<file path="config.mk">
export PLATFORM = sky130hd
export DESIGN_NAME = ebml_track_entry_parser
export DESIGN_NICKNAME = d
export VERILOG_FILES = /design/src/hdl/etp_pkg.sv /design/src/hdl/etp_step.sv /design/src/hdl/etp_ofifo.sv /design/src/hdl/ebml_track_entry_parser.sv
export SDC_FILE = /design/constraint.sdc
export NUM_CORES = 1
export LEC_CHECK = 0
export BUFFER_PORTS_ARGS = -buffer_cell sky130_fd_sc_hd__buf_2
export CELL_PAD_IN_SITES_DETAIL_PLACEMENT = 1
export CELL_PAD_IN_SITES_GLOBAL_PLACEMENT = 1
export CORE_MARGIN = 2
export CORE_UTILIZATION = 50
export DETAILED_ROUTE_END_ITERATION = 6
export PLACE_DENSITY_LB_ADDON = 0.1
export SLEW_MARGIN = 10
export SYNTH_ARGS = -nofsm -noshare
export SYNTH_HDL_FRONTEND = slang
export SYNTH_HIERARCHICAL = 1
export SYNTH_SLANG_ARGS = --single-unit
</file>
<file path="constraint.sdc">
create_clock -name clk -period 7.3 [get_ports clk]
set_input_delay 0.365 -clock clk [delete_from_list [all_inputs] [get_ports clk]]
set_output_delay 0.365 -clock clk [all_outputs]
set_load 0.03 [all_outputs]
</file>
<file path="src/hdl/etp_pkg.sv">
// Shared types, constants and helper functions for the EBML track entry parser.
// No dependencies; every other file in hdl/ imports this package.
package etp_pkg;

  // Entry slots and CodecID length limit.
  localparam int MAX_TRACKS       = 8;
  localparam int CODEC_NAME_LIMIT = 32;
  localparam int TOTAL_W          = $clog2(MAX_TRACKS + 1);
  localparam int NAME_POS_W       = $clog2(CODEC_NAME_LIMIT);

  // Size vints carry at most 56 value bits; IDs at most four bytes.
  localparam int SZ_W = 56;
  localparam int ID_W = 32;

  // Result queue.
  localparam int OFIFO_DEPTH = 4;
  localparam int OFIFO_PTR_W = $clog2(OFIFO_DEPTH);
  localparam int OFIFO_CNT_W = $clog2(OFIFO_DEPTH + 1);

  localparam logic [ID_W-1:0] ID_TRACK_ENTRY = 32'h0000_00AE;
  localparam logic [ID_W-1:0] ID_TRACK_TYPE  = 32'h0000_0083;
  localparam logic [ID_W-1:0] ID_CODEC       = 32'h0000_0086;

  localparam logic [7:0] TYPE_VIDEO    = 8'd1;
  localparam logic [7:0] TYPE_AUDIO    = 8'd2;
  localparam logic [7:0] TYPE_SUBTITLE = 8'd17;

  localparam logic [1:0] KIND_UNSET    = 2'd0;
  localparam logic [1:0] KIND_VIDEO    = 2'd1;
  localparam logic [1:0] KIND_AUDIO    = 2'd2;
  localparam logic [1:0] KIND_SUBTITLE = 2'd3;

  localparam logic [2:0] CODEC_UNKNOWN = 3'd0;
  localparam logic [2:0] CODEC_H264    = 3'd1;
  localparam logic [2:0] CODEC_H265    = 3'd2;
  localparam logic [2:0] CODEC_AAC     = 3'd3;
  localparam logic [2:0] CODEC_OPUS    = 3'd4;
  localparam logic [2:0] CODEC_VORBIS  = 3'd5;

  localparam logic REC_TRACK   = 1'b0;
  localparam logic REC_SUMMARY = 1'b1;

  localparam int NUM_CODECS = 5;

  // Codec names, right-justified; character 0 is the highest non-zero byte.
  localparam logic [127:0] CODEC_TXT [NUM_CODECS] = '{
    "V_MPEG4/ISO/AVC", "V_MPEGH/ISO/HEVC", "A_AAC", "A_OPUS", {"A_", "VORBIS"}
  };
  localparam logic [4:0] CODEC_LEN [NUM_CODECS] = '{5'd15, 5'd16, 5'd5, 5'd6, 5'd8};
  localparam logic [2:0] CODEC_CODE [NUM_CODECS] = '{
    CODEC_H264, CODEC_H265, CODEC_AAC, CODEC_OPUS, CODEC_VORBIS
  };

  typedef enum logic [2:0] {
    PH_ID_FIRST,
    PH_ID_MORE,
    PH_SIZE_FIRST,
    PH_SIZE_MORE,
    PH_TOP_SKIP,
    PH_CHILD_SKIP,
    PH_TYPE_BODY,
    PH_NAME_BODY
  } etp_phase_t;

  typedef enum logic [1:0] {
    HDR_BUSY,
    HDR_DONE,
    HDR_BAD
  } etp_hdr_t;

  typedef struct packed {
    logic       record_kind;
    logic [2:0] track_index;
    logic [1:0] track_kind;
    logic [2:0] codec_code;
    logic [3:0] tracks_found;
    logic       stopped_on_error;
    logic       last_of_run;
  } etp_rec_t;

  // Results raised by one accepted byte: none, one or two.
  typedef struct packed {
    logic [1:0] cnt;
    etp_rec_t   first;
    etp_rec_t   second;
  } etp_push_t;

  // Position of the leading one, 1 for bit 7 down to 8 for bit 0; 0 if none.
  function automatic logic [3:0] etp_lead_width(input logic [7:0] b);
    logic [3:0] w;
    w = 4'd0;
    for (int i = 0; i < 8; i++) begin
      if (b[i]) begin
        w = 4'(8 - i);
      end
    end
    return w;
  endfunction

  // True if byte b is character pos of codec name c.
  function automatic logic etp_char_hit(input int c, input logic [NAME_POS_W-1:0] pos,
                                        input logic [7:0] b);
    logic [3:0] k;
    logic       hit;
    hit = 1'b0;
    k   = 4'(CODEC_LEN[c] - 5'd1) - pos[3:0];
    if (pos < NAME_POS_W'(CODEC_LEN[c])) begin
      hit = (CODEC_TXT[c][{k, 3'b000} +: 8] == b);
    end
    return hit;
  endfunction

  // First surviving name whose length equals the bytes seen; otherwise keep old code.
  function automatic logic [2:0] etp_finish(input logic [NUM_CODECS-1:0] mask,
                                            input logic [NAME_POS_W-1:0] pos,
                                            input logic [2:0] old_code);
    logic [2:0] code;
    code = old_code;
    for (int c = NUM_CODECS - 1; c >= 0; c--) begin
      if (mask[c] && pos == NAME_POS_W'(CODEC_LEN[c])) begin
        code = CODEC_CODE[c];
      end
    end
    return code;
  endfunction

endpackage

</file>
<file path="src/hdl/etp_step.sv">
// Byte-serial parse state and per-byte update for the EBML track entry parser.
// Depends on etp_pkg for phase codes, constants and the codec name table.
module etp_step import etp_pkg::*; (
  input  logic       clk,
  input  logic       rst_n,
  input  logic       in_acc,
  input  logic [7:0] in_byte,
  input  logic       in_last,
  output etp_push_t  push
);

  etp_phase_t                phase_r, phase_nxt;
  logic [ID_W-1:0]           id_r, id_nxt;
  logic [SZ_W-1:0]           size_r, size_nxt;
  logic [2:0]                hdr_left_r, hdr_left_nxt;
  logic [SZ_W-1:0]           entry_r, entry_nxt;
  logic [SZ_W-1:0]           payload_r, payload_nxt;
  logic                      inside_r, inside_nxt;
  logic [TOTAL_W-1:0]        total_r, total_nxt;
  logic [1:0]                kind_r, kind_nxt;
  logic [2:0]                codec_r, codec_nxt;
  logic [NUM_CODECS-1:0]     mask_r, mask_nxt;
  logic [NAME_POS_W-1:0]     pos_r, pos_nxt;
  logic                      term_r, term_nxt;
  logic                      halted_r, halted_nxt;

  logic [3:0]                lw;
  etp_hdr_t                  hres;
  logic [ID_W-1:0]           hid;
  logic [SZ_W-1:0]           hsz;
  logic [2:0]                hleft;
  etp_phase_t                hphase;
  logic [SZ_W-1:0]           pl_dec;
  logic [SZ_W-1:0]           ent;
  logic [SZ_W-1:0]           opl;
  logic [NUM_CODECS-1:0]     nm_mask;
  logic [NAME_POS_W-1:0]     nm_pos;
  logic                      nm_term;
  logic                      trk;
  etp_rec_t                  trk_rec;
  etp_rec_t                  sum_rec;

  // Header byte decode, valid whenever the phase is one of the header phases.
  always_comb begin
    lw     = etp_lead_width(in_byte);
    hres   = HDR_BUSY;
    hid    = id_r;
    hsz    = size_r;
    hleft  = hdr_left_r;
    hphase = phase_r;
    case (phase_r)
      PH_ID_FIRST: begin
        if (lw == 4'd0 || lw > 4'd4) begin
          hres = HDR_BAD;
        end else begin
          hid    = ID_W'(in_byte);
          hleft  = 3'(lw - 4'd1);
          hphase = (lw > 4'd1) ? PH_ID_MORE : PH_SIZE_FIRST;
        end
      end
      PH_ID_MORE: begin
        hid   = {id_r[ID_W-9:0], in_byte};
        hleft = hdr_left_r - 3'(hdr_left_r != 3'd0);
        if (hleft == 3'd0) begin
          hphase = PH_SIZE_FIRST;
        end
      end
      PH_SIZE_FIRST: begin
        if (lw == 4'd0) begin
          hres = HDR_BAD;
        end else begin
          hsz   = SZ_W'(in_byte & (8'hFF >> lw));
          hleft = 3'(lw - 4'd1);
          if (hleft == 3'd0) begin
            hres = HDR_DONE;
          end else begin
            hphase = PH_SIZE_MORE;
          end
        end
      end
      PH_SIZE_MORE: begin
        hsz   = {size_r[SZ_W-9:0], in_byte};
        hleft = hdr_left_r - 3'(hdr_left_r != 3'd0);
        if (hleft == 3'd0) begin
          hres = HDR_DONE;
        end
      end
      default: begin
      end
    endcase
  end

  // CodecID name matching on one byte.
  always_comb begin
    nm_mask = mask_r;
    nm_pos  = pos_r;
    nm_term = term_r;
    if (!term_r) begin
      if (in_byte == 8'd0) begin
        nm_term = 1'b1;
      end else begin
        for (int c = 0; c < NUM_CODECS; c++) begin
          if (!etp_char_hit(c, pos_r, in_byte)) begin
            nm_mask[c] = 1'b0;
          end
        end
        if (pos_r != {NAME_POS_W{1'b1}}) begin
          nm_pos = pos_r + NAME_POS_W'(1);
        end
      end
    end
  end

  always_comb begin
    phase_nxt    = phase_r;
    id_nxt       = id_r;
    size_nxt     = size_r;
    hdr_left_nxt = hdr_left_r;
    entry_nxt    = entry_r;
    payload_nxt  = payload_r;
    inside_nxt   = inside_r;
    total_nxt    = total_r;
    kind_nxt     = kind_r;
    codec_nxt    = codec_r;
    mask_nxt     = mask_r;
    pos_nxt      = pos_r;
    term_nxt     = term_r;
    halted_nxt   = halted_r;
    trk          = 1'b0;
    pl_dec       = payload_r - SZ_W'(payload_r != '0);
    ent          = entry_r - SZ_W'(entry_r != '0);
    opl          = (hsz < ent) ? hsz : ent;

    if (!halted_r) begin
      if (inside_r) begin
        entry_nxt = ent;
        case (phase_r)
          PH_CHILD_SKIP, PH_TYPE_BODY: begin
            if (phase_r == PH_TYPE_BODY) begin
              if (in_byte == TYPE_VIDEO) begin
                kind_nxt = KIND_VIDEO;
              end else if (in_byte == TYPE_AUDIO) begin
                kind_nxt = KIND_AUDIO;
              end else if (in_byte == TYPE_SUBTITLE) begin
                kind_nxt = KIND_SUBTITLE;
              end
            end
            payload_nxt = pl_dec;
            if (pl_dec == '0) begin
              phase_nxt = PH_ID_FIRST;
            end
          end
          PH_NAME_BODY: begin
            mask_nxt    = nm_mask;
            pos_nxt     = nm_pos;
            term_nxt    = nm_term;
            payload_nxt = pl_dec;
            if (pl_dec == '0) begin
              codec_nxt = etp_finish(nm_mask, nm_pos, codec_r);
              phase_nxt = PH_ID_FIRST;
            end
          end
          default: begin
            id_nxt       = hid;
            size_nxt     = hsz;
            hdr_left_nxt = hleft;
            phase_nxt    = hphase;
            if (hres == HDR_BAD) begin
              payload_nxt = ent;
              phase_nxt   = (ent != '0) ? PH_CHILD_SKIP : PH_ID_FIRST;
            end else if (hres == HDR_DONE) begin
              if (id_r == ID_TRACK_TYPE && hsz == SZ_W'(1)) begin
                phase_nxt = PH_TYPE_BODY;
              end else if (id_r == ID_CODEC && hsz < SZ_W'(CODEC_NAME_LIMIT)) begin
                phase_nxt = PH_NAME_BODY;
                mask_nxt  = '1;
                pos_nxt   = '0;
                term_nxt  = 1'b0;
              end else begin
                phase_nxt = PH_CHILD_SKIP;
              end
              payload_nxt = opl;
              // A fresh empty name matches nothing, so the codec stays as it is.
              if (opl == '0) begin
                phase_nxt = PH_ID_FIRST;
              end
            end
          end
        endcase
        if (ent == '0) begin
          trk        = 1'b1;
          inside_nxt = 1'b0;
          phase_nxt  = PH_ID_FIRST;
        end
      end else if (phase_r == PH_TOP_SKIP) begin
        payload_nxt = pl_dec;
        if (pl_dec == '0) begin
          phase_nxt = PH_ID_FIRST;
        end
      end else begin
        id_nxt       = hid;
        size_nxt     = hsz;
        hdr_left_nxt = hleft;
        phase_nxt    = hphase;
        if (hres == HDR_BAD) begin
          halted_nxt = 1'b1;
          phase_nxt  = PH_ID_FIRST;
        end else if (hres == HDR_DONE) begin
          phase_nxt = PH_ID_FIRST;
          if (id_r == ID_TRACK_ENTRY && total_r < TOTAL_W'(MAX_TRACKS)) begin
            total_nxt = total_r + TOTAL_W'(1);
            kind_nxt  = KIND_UNSET;
            codec_nxt = CODEC_UNKNOWN;
            if (hsz == '0) begin
              trk = 1'b1;
            end else begin
              inside_nxt = 1'b1;
              entry_nxt  = hsz;
            end
          end else begin
            payload_nxt = hsz;
            if (hsz != '0) begin
              phase_nxt = PH_TOP_SKIP;
            end
          end
        end
      end
    end

    // A body that ends inside an entry still reports that entry.
    if (in_last && inside_nxt && !halted_nxt) begin
      trk = 1'b1;
    end

    trk_rec.record_kind      = REC_TRACK;
    trk_rec.track_index      = (total_nxt != '0) ? 3'(total_nxt - TOTAL_W'(1)) : 3'd0;
    trk_rec.track_kind       = kind_nxt;
    trk_rec.codec_code       = codec_nxt;
    trk_rec.tracks_found     = 4'(total_nxt);
    trk_rec.stopped_on_error = 1'b0;
    trk_rec.last_of_run      = !in_last;

    sum_rec.record_kind      = REC_SUMMARY;
    sum_rec.track_index      = 3'd0;
    sum_rec.track_kind       = KIND_UNSET;
    sum_rec.codec_code       = CODEC_UNKNOWN;
    sum_rec.tracks_found     = 4'(total_nxt);
    sum_rec.stopped_on_error = halted_nxt;
    sum_rec.last_of_run      = 1'b1;

    push.first  = trk ? trk_rec : sum_rec;
    push.second = sum_rec;
    push.cnt    = in_acc ? (2'(trk) + 2'(in_last)) : 2'd0;

    // The final byte returns everything to its reset value.
    if (in_last) begin
      phase_nxt    = PH_ID_FIRST;
      id_nxt       = '0;
      size_nxt     = '0;
      hdr_left_nxt = '0;
      entry_nxt    = '0;
      payload_nxt  = '0;
      inside_nxt   = 1'b0;
      total_nxt    = '0;
      kind_nxt     = KIND_UNSET;
      codec_nxt    = CODEC_UNKNOWN;
      mask_nxt     = '1;
      pos_nxt      = '0;
      term_nxt     = 1'b0;
      halted_nxt   = 1'b0;
    end
  end

  always_ff @(posedge clk) begin
    if (!rst_n) begin
      phase_r    <= PH_ID_FIRST;
      id_r       <= '0;
      size_r     <= '0;
      hdr_left_r <= '0;
      entry_r    <= '0;
      payload_r  <= '0;
      inside_r   <= 1'b0;
      total_r    <= '0;
      kind_r     <= KIND_UNSET;
      codec_r    <= CODEC_UNKNOWN;
      mask_r     <= '1;
      pos_r      <= '0;
      term_r     <= 1'b0;
      halted_r   <= 1'b0;
    end else if (in_acc) begin
      phase_r    <= phase_nxt;
      id_r       <= id_nxt;
      size_r     <= size_nxt;
      hdr_left_r <= hdr_left_nxt;
      entry_r    <= entry_nxt;
      payload_r  <= payload_nxt;
      inside_r   <= inside_nxt;
      total_r    <= total_nxt;
      kind_r     <= kind_nxt;
      codec_r    <= codec_nxt;
      mask_r     <= mask_nxt;
      pos_r      <= pos_nxt;
      term_r     <= term_nxt;
      halted_r   <= halted_nxt;
    end
  end

  // An open entry always has bytes left, and a halted stream is never inside one.
  a_entry_open: assert property (@(posedge clk) disable iff (!rst_n)
    inside_r |-> (entry_r != '0 && !halted_r && phase_r != PH_TOP_SKIP))
    else $error("open entry with no bytes left or in a top-level phase");

  a_total_cap: assert property (@(posedge clk) disable iff (!rst_n)
    total_r <= TOTAL_W'(MAX_TRACKS))
    else $error("track count beyond its limit");

  a_pair_order: assert property (@(posedge clk) disable iff (!rst_n)
    (push.cnt == 2'd2) |-> (push.first.record_kind == REC_TRACK &&
                            push.second.record_kind == REC_SUMMARY && in_last))
    else $error("two results must be a track record followed by the summary");

endmodule

</file>
<file path="src/hdl/etp_ofifo.sv">
// Small result queue: takes up to two records per cycle, hands out one.
// Depends on etp_pkg for the record type and queue depth.
module etp_ofifo import etp_pkg::*; (
  input  logic      clk,
  input  logic      rst_n,
  input  etp_push_t push,
  output logic      room,
  input  logic      pop,
  output logic      rec_valid,
  output etp_rec_t  rec
);

  etp_rec_t               mem_r [OFIFO_DEPTH];
  logic [OFIFO_PTR_W-1:0] wr_r, wr_nxt;
  logic [OFIFO_PTR_W-1:0] rd_r, rd_nxt;
  logic [OFIFO_CNT_W-1:0] count_r, count_nxt;
  logic                   pop_ok;

  assign rec_valid = (count_r != '0);
  assign rec       = mem_r[rd_r];
  assign room      = (count_r <= OFIFO_CNT_W'(OFIFO_DEPTH - 2));
  assign pop_ok    = pop && rec_valid;

  always_comb begin
    wr_nxt    = wr_r + OFIFO_PTR_W'(push.cnt);
    rd_nxt    = rd_r + OFIFO_PTR_W'(pop_ok);
    count_nxt = count_r + OFIFO_CNT_W'(push.cnt) - OFIFO_CNT_W'(pop_ok);
  end

  always_ff @(posedge clk) begin
    if (push.cnt != 2'd0) begin
      mem_r[wr_r] <= push.first;
    end
    if (push.cnt == 2'd2) begin
      mem_r[wr_r + OFIFO_PTR_W'(1)] <= push.second;
    end
  end

  always_ff @(posedge clk) begin
    if (!rst_n) begin
      wr_r    <= '0;
      rd_r    <= '0;
      count_r <= '0;
    end else begin
      wr_r    <= wr_nxt;
      rd_r    <= rd_nxt;
      count_r <= count_nxt;
    end
  end

  a_no_overflow: assert property (@(posedge clk) disable iff (!rst_n)
    count_r <= OFIFO_CNT_W'(OFIFO_DEPTH))
    else $error("result queue holds more than its depth");

  a_push_room: assert property (@(posedge clk) disable iff (!rst_n)
    (push.cnt != 2'd0) |-> room)
    else $error("records pushed while the queue lacks room for two");

endmodule

</file>
<file path="src/hdl/ebml_track_entry_parser.sv">
// Top level of the EBML track entry parser: byte input, record output.
// Depends on etp_pkg, etp_step and etp_ofifo.
//
//  Channel | Dir | Handshake           | Contents
//  --------+-----+---------------------+--------------------------------------------
//  in_     | in  | in_tvalid/in_tready | one byte of the Tracks body, tlast on final
//  out_    | out | out_tvalid/tready   | track or summary record, tlast ends a run
//
// Each accepted byte is parsed in the cycle it is taken; the parse registers
// hold the new state at the next edge. A byte raises no, one or two records,
// which go into a four-word result queue that feeds the output port.
// The input takes a word every cycle while the queue holds two records or fewer,
// so a stalled output throttles the input only once three records back up.
// Reset (rst_n low, synchronous) returns the parser to the start of a body and
// empties the queue; the final byte of a body does the same for the parser.
module ebml_track_entry_parser import etp_pkg::*; (
  input  logic        clk,
  input  logic        rst_n,
  input  logic        in_tvalid,
  output logic        in_tready,
  input  logic [7:0]  in_tdata,   // [7:0] data_byte
  input  logic        in_tlast,   // last_byte
  output logic        out_tvalid,
  input  logic        out_tready,
  output logic [15:0] out_tdata,  // [2:0] track_index, [4:3] track_kind,
                                  // [7:5] codec_code, [11:8] tracks_found,
                                  // [12] stopped_on_error, [15:13] zero
  output logic        out_tuser,  // record_kind
  output logic        out_tlast   // last_of_run
);

  etp_push_t push;
  etp_rec_t  rec;
  logic      room;
  logic      in_acc;

  // A word is taken only when the queue can absorb the worst case of two records.
  assign in_tready = room;
  assign in_acc    = in_tvalid && in_tready;

  etp_step u_step (
    .clk     (clk),
    .rst_n   (rst_n),
    .in_acc  (in_acc),
    .in_byte (in_tdata),
    .in_last (in_tlast),
    .push    (push)
  );

  etp_ofifo u_ofifo (
    .clk       (clk),
    .rst_n     (rst_n),
    .push      (push),
    .room      (room),
    .pop       (out_tready),
    .rec_valid (out_tvalid),
    .rec       (rec)
  );

  // Pack the record fields from the lowest bit up.
  assign out_tdata = {3'b000, rec.stopped_on_error, rec.tracks_found,
                      rec.codec_code, rec.track_kind, rec.track_index};
  assign out_tuser = rec.record_kind;
  assign out_tlast = rec.last_of_run;

endmodule
</file>
### After elaboration in Yosys (flattened, before gate mapping)

Memory sizes are Yosys's and may differ from the RTL's. A register that Yosys moved wholly into a read port is not among the register bits.
Cells that the tools add are included.

| word-level totals | value |
|---|---|
| bits in latches | 0 |
| output and inout port bits | 20 |
| memories | 1 |
| memory bits (writable) | 60 |
| word-level logic and storage cells | 331 |
| memory bits (read-only) | 0 |
| bits in registers | 235 |

Memory list:

| memory | words | width | read ports | clocked after memory_dff | write ports | RTL line | RTL |
|---|---|---|---|---|---|---|---|
| u_ofifo.mem_r | 4 | 15 | 1 | 1 | 2 | etp_ofifo.sv:13 | `etp_rec_t mem_r [OFIFO_DEPTH];` |

| cells by class | value |
|---|---|
| mux-type cells | 192 |
| reduce and logical (&&, ||, !) cells | 46 |
| bitwise logic cells | 1 |
| equal/unequal tests | 39 |
| multipliers | 0 |
| shifts and indexed selects | 6 |
| divide/modulo/power cells | 0 |
| $lt $le $gt $ge | 11 |
| $add $sub $neg | 18 |

Operators with widths:

| operator | number |
|---|---|
| $mux W56 | 25 |
| $shiftx A128 B8 Y8 const A | 5 |
| $logic_not A56 Y1 | 4 |
| $reduce_bool A56 Y1 | 4 |
| $mux W32 | 6 |
| $mux W3 | 42 |
| $pmux W56 S2 | 1 |
| $sub A56 B1 Y56 | 2 |
| $eq A32 B8 Y1 const B | 3 |
| $mux W5 | 19 |
| $pmux W32 S2 | 1 |
| $mux W4 | 15 |
| $mux W1 | 58 |
| $and A8 B56 Y56 | 1 |
| $eq A56 B1 Y1 const B | 1 |
| $lt A56 B56 Y1 | 1 |
| $lt A56 B6 Y1 const B | 1 |
| $shr A8 B4 Y56 const A | 1 |
| $eq A8 B8 Y1 | 5 |
| $mux W2 | 18 |
| $pmux W5 S2 | 2 |
| $pmux W3 S3 | 2 |
| $reduce_bool A3 Y1 | 6 |
| $mux W15 | 1 |
| 52 further kinds | 89 |

### Logic depth before layout (Yosys ltp)

| depth | value |
|---|---|
| word-level depth | 28 |
| gate-level depth with buffers | 29 |
| depth with buffers taken out | 25 |

### By module

The synthesis kept the hierarchy.

Modules (own cells, without submodules):

| module | area each (um^2) | cells each | times used |
|---|---|---|---|
| etp_step | 18,333.8 | 2,434 | 1 |
| etp_ofifo | 3,452.1 | 193 | 1 |
| ebml_track_entry_parser | 32.5 | 5 | 1 |

### Least setup slack after synthesis

OpenSTA, ideal clock, no wires.

| timing | value |
|---|---|
| kind | register to register |
| from | register u_step.entry_r[6] |
| to | memory u_ofifo/mem_r[0][0] in the netlist's numbering (enable) |
| arrival time | 6.047 ns |
| slack | 0.842 ns |
| buffers on the path | 2 |
| cell stages (with the launch flop) | 23 |
| path through | dfxtp_1 -> nor4_4 -> nand4_4 -> clkbuf_1 -> or2_2 -> nor4_1 -> nand2_1 -> ha_1 -> ha_1 -> or4b_2 -> nor3_1 -> nand4_1 -> nor4_1 -> nand4_1 -> nor4_1 -> nand3_1 -> nor2b_1 -> a21o_1 -> ha_1 -> and2_1 -> buf_4 -> nor2_1 -> o31ai_1 |

RTL lines:

| what | RTL line | RTL |
|---|---|---|
| start: declaration | etp_step.sv:16 | `logic [SZ_W-1:0] entry_r, entry_nxt;` |
| start signal: assignment | etp_step.sv:295 | `entry_r <= entry_nxt;` |
| end: declaration | etp_ofifo.sv:13 |  |

==> flow_metrics.py <==
metrics = {
    "drt": {
        "postRouteAntennaNets": 0,
        "vias": 22103,
        "firstDrtPassIters": 7,
        "wl_um": 87800,
        "avgRoutedWirePerCell_um": 27.4,
        "drtIter0Drc": 2267,
        "drc": 1,
        "post_drt_via_cell_ratio": 6.90,
    },
    "timing": {
        "clock.fmax_mhz": 146,
        "finalSetupViolCount": 0,
        "tns_ns": 0,
        "fin_crit_sh": 0.941,
        "skew_ns": 0.0279,
        "post-route-min-period_ns": 6.87,
        "hold_slack_ns": 0.194,
        "relSlewSlack": 0.215,
        "hold_violations": 0,
        "maxSlewViolCount": 0,
        "rsz0062_at_grt": "false",
        "tightest_slew_ns": 1.17,
    },
    "synth": {
        "synth_commonest_cells": "nor2_1, dfxtp_1, nand2_1",
        "ys_seq_elements": 295,
        "synth-edff-count": 60,
        "async_reset_ff_frac": 0,
        "yosysTopAreaCellShare": 0.216,
        "synth-warning-count": 6,
        "syn_avg_cell_area_um2": 8.29,
        "yosys.area_share.adder": 0.0508,
        "synth.area.mux_share": 0.0692,
        "seq_area_frac_synth": 0.298,
        "synth.most_common_cell": "nor2_1",
        "synthFlopType": "dfxtp_1",
        "synth_compound_area_frac": 0.224,
        "synth_xor_area_frac": 0.0575,
        "synth_top_family_by_area": "simple AND/OR/NAND/NOR gates",
        "syn_area_um2": 21800,
        "synth.area.top_cells": "dfxtp_1, edfxtp_1, nor2_1",
        "yosysUniqueCellTypes": 106,
        "syn-instance-count": 2632,
        "yosys.area.top_type": "dfxtp_1",
        "synthSimpleGateAreaFrac": 0.244,
    },
    "worst_setup_path": {
        "start_kind": "flip-flop",
        "crit_path_end_kind": "flip-flop",
        "cp_max_fo": 16,
        "crit_arrival_ns": 7.12,
        "critPathKind": "reg2reg",
        "cp.required_ns": 7.55,
    },
    "power": {
        "total_power_mw": 4.71,
        "vdd_drop_max_v": 0.000152,
        "leakagePower_nw": 8.98,
        "p_per_area_nw_per_um2": 198,
    },
    "min_path": {
        "min_path_type": "in2reg",
    },
    "outcome": {
        "violations": "design-rule violations",
        "status": "complete, but fails checks",
    },
    "placed_design": {
        "io_buffers": 29,
        "dp_hpwl_um": 63000,
        "gp_congestion": 1.03,
    },
    "global_route": {
        "grt.total_usage": 0.382,
        "grt_pass1_wl_um": 133000,
        "antenna_found_initial": 0,
        "met2_usage": 0.648,
        "grt.overflow.total": 0,
        "top_usage_layer": "met2",
        "grt_start_max_net_pins": 84,
        "use_met3": 0.0479,
        "use_met1": 0.445,
        "first_global_vias": 22271,
    },
    "layout": {
        "diodes": 0,
        "fin_nets": 2694,
        "drive_gt1_frac": 0.134,
        "nFillCells": 5216,
        "syn_to_final_growth_pct": 9.29,
    },
    "clocking": {
        "htreeDepth": 2,
        "clk_latency_ns": 0.58,
        "clk_pin_slew_ns": 0.06,
        "cts_buffers": 38,
        "clockBufferDepth": 3,
        "clockRootBuffer": "clkbuf_16",
        "cts_sinks": 295,
        "postCtsHoldBufs": 0,
        "post_cts_buffers": 0,
        "cts_tree": "yes",
        "cts-resized-gates": 0,
    },
    "floorplan": {
        "core_region_area_um2": 43100,
        "die_area_um2": 45300,
        "initial_core_util": 0.507,
        "die_h_um": 213,
        "io_pins": 33,
        "num_rows": 76,
        "die_w_um": 213,
    },
    "job": {
        "maxCapViolations": 0,
    },
}
cell usage in the layout (no fill, tap or decap), types with 52 or more instances in the layout:
cell / instances
nor2_1: 323
dfxtp_1: 234
nand2_1: 207
a21oi_1: 178
buf_4: 102
a22oi_1: 96
xnor2_1: 92
ha_1: 87
o21ai_0: 83
nor3_1: 82
nor4_1: 73
edfxtp_1: 60
a22o_1: 54
nand3_1: 52
metal layers:
metal	routed length, um	vias to the layer above
li1	-	9800
met1	33600	10998
met2	42100	984
met3	5300	321
met4	6720	0
met5	0	-
report_power, final:
group	switching (mW)	internal, mW
sequential	0.0347	1.69
combinational	0.727	0.329
clock	0.794	1.14
total	1.56	3.16
cell families after synthesis:
family | after synthesis
compound gates | 696
mux | 119
fa+ha+maj | 88
simple gates | 1017
buf+inv | 274
other cells | 3
flops | 295
xor+xnor | 140
critical path, stage by stage (launching register included):
cell and delay (ns):
dfxtp_1 0.40, nor4_4 0.55, nand4_4 0.16, or2_2 0.33, nor4_1 0.33, nand2_1 0.14, ha_1 0.24, ha_1 0.36
or4b_2 0.61, nor3_1 0.17, nand4_1 0.12, nor4_1 0.19, nand4_1 0.13, nor4_1 0.50, nand3_1 0.36, nor2b_1 0.20
a21o_1 0.23, ha_1 0.26, and2_1 0.29, and4bb_1 0.33, buf_4 0.26, a21o_1 0.14, buf_4 0.26
per-stage QoR:
step | cells | util | setup slack (ns) | cell area (um^2)
global route | 3205 | 0.554 | 0.0184 | 23800
detailed placement | 3138 | 0.525 | 0.505 | 22600
global placement | 3138 | 0.525 | 0.716 | 22600
finish | 3205 | 0.554 | 0.434 | 23800
floorplan | 2642 | - | 0.842 | 21900
CTS | 3205 | 0.553 | 0.468 | 23800
sequential cells by signal, indices dropped and copies added (netlist names), 4 cells and up:
| name | cells |
|---|---|
| u_step/payload_r | 56 |
| u_step/entry_r | 56 |
| u_step/total_r | 4 |
| u_step/id_r | 32 |
| u_ofifo/mem_r | 60 |
| u_step/pos_r | 5 |
| u_step/mask_r | 5 |
| u_step/size_r | 56 |
final cells by class:
type                            count  area, um^2  share of cell area
Multi-Input combinational cell   2073       14200               0.597
Sequential cell                   295        6510               0.273
Clock inverter                     14         199             0.00834
Tap cell                          585         732              0.0307
Inverter                           54         208             0.00871
Timing Repair Buffer              131         926              0.0388
Clock buffer                       53        1040              0.0435
path summary, 6_finish.rpt:
path,startpoint,to,slack [ns],depth (start not counted)
max,u_step/entry_r[6]$_SDFFE_PN0P_,u_ofifo/mem_r[2][9]$_DFFE_PP_,0.43,22
min,out_tready,u_ofifo/rd_r[0]$_SDFF_PN0_,0.19,3
max reg2reg,u_step/entry_r[6]$_SDFFE_PN0P_,u_ofifo/mem_r[2][9]$_DFFE_PP_,0.43,22
min reg2reg,u_step/payload_r[0]$_SDFFE_PN0P_,u_step/payload_r[0]$_SDFFE_PN0P_,0.48,2
No activity file was read; power rests on OpenSTA's default activity.
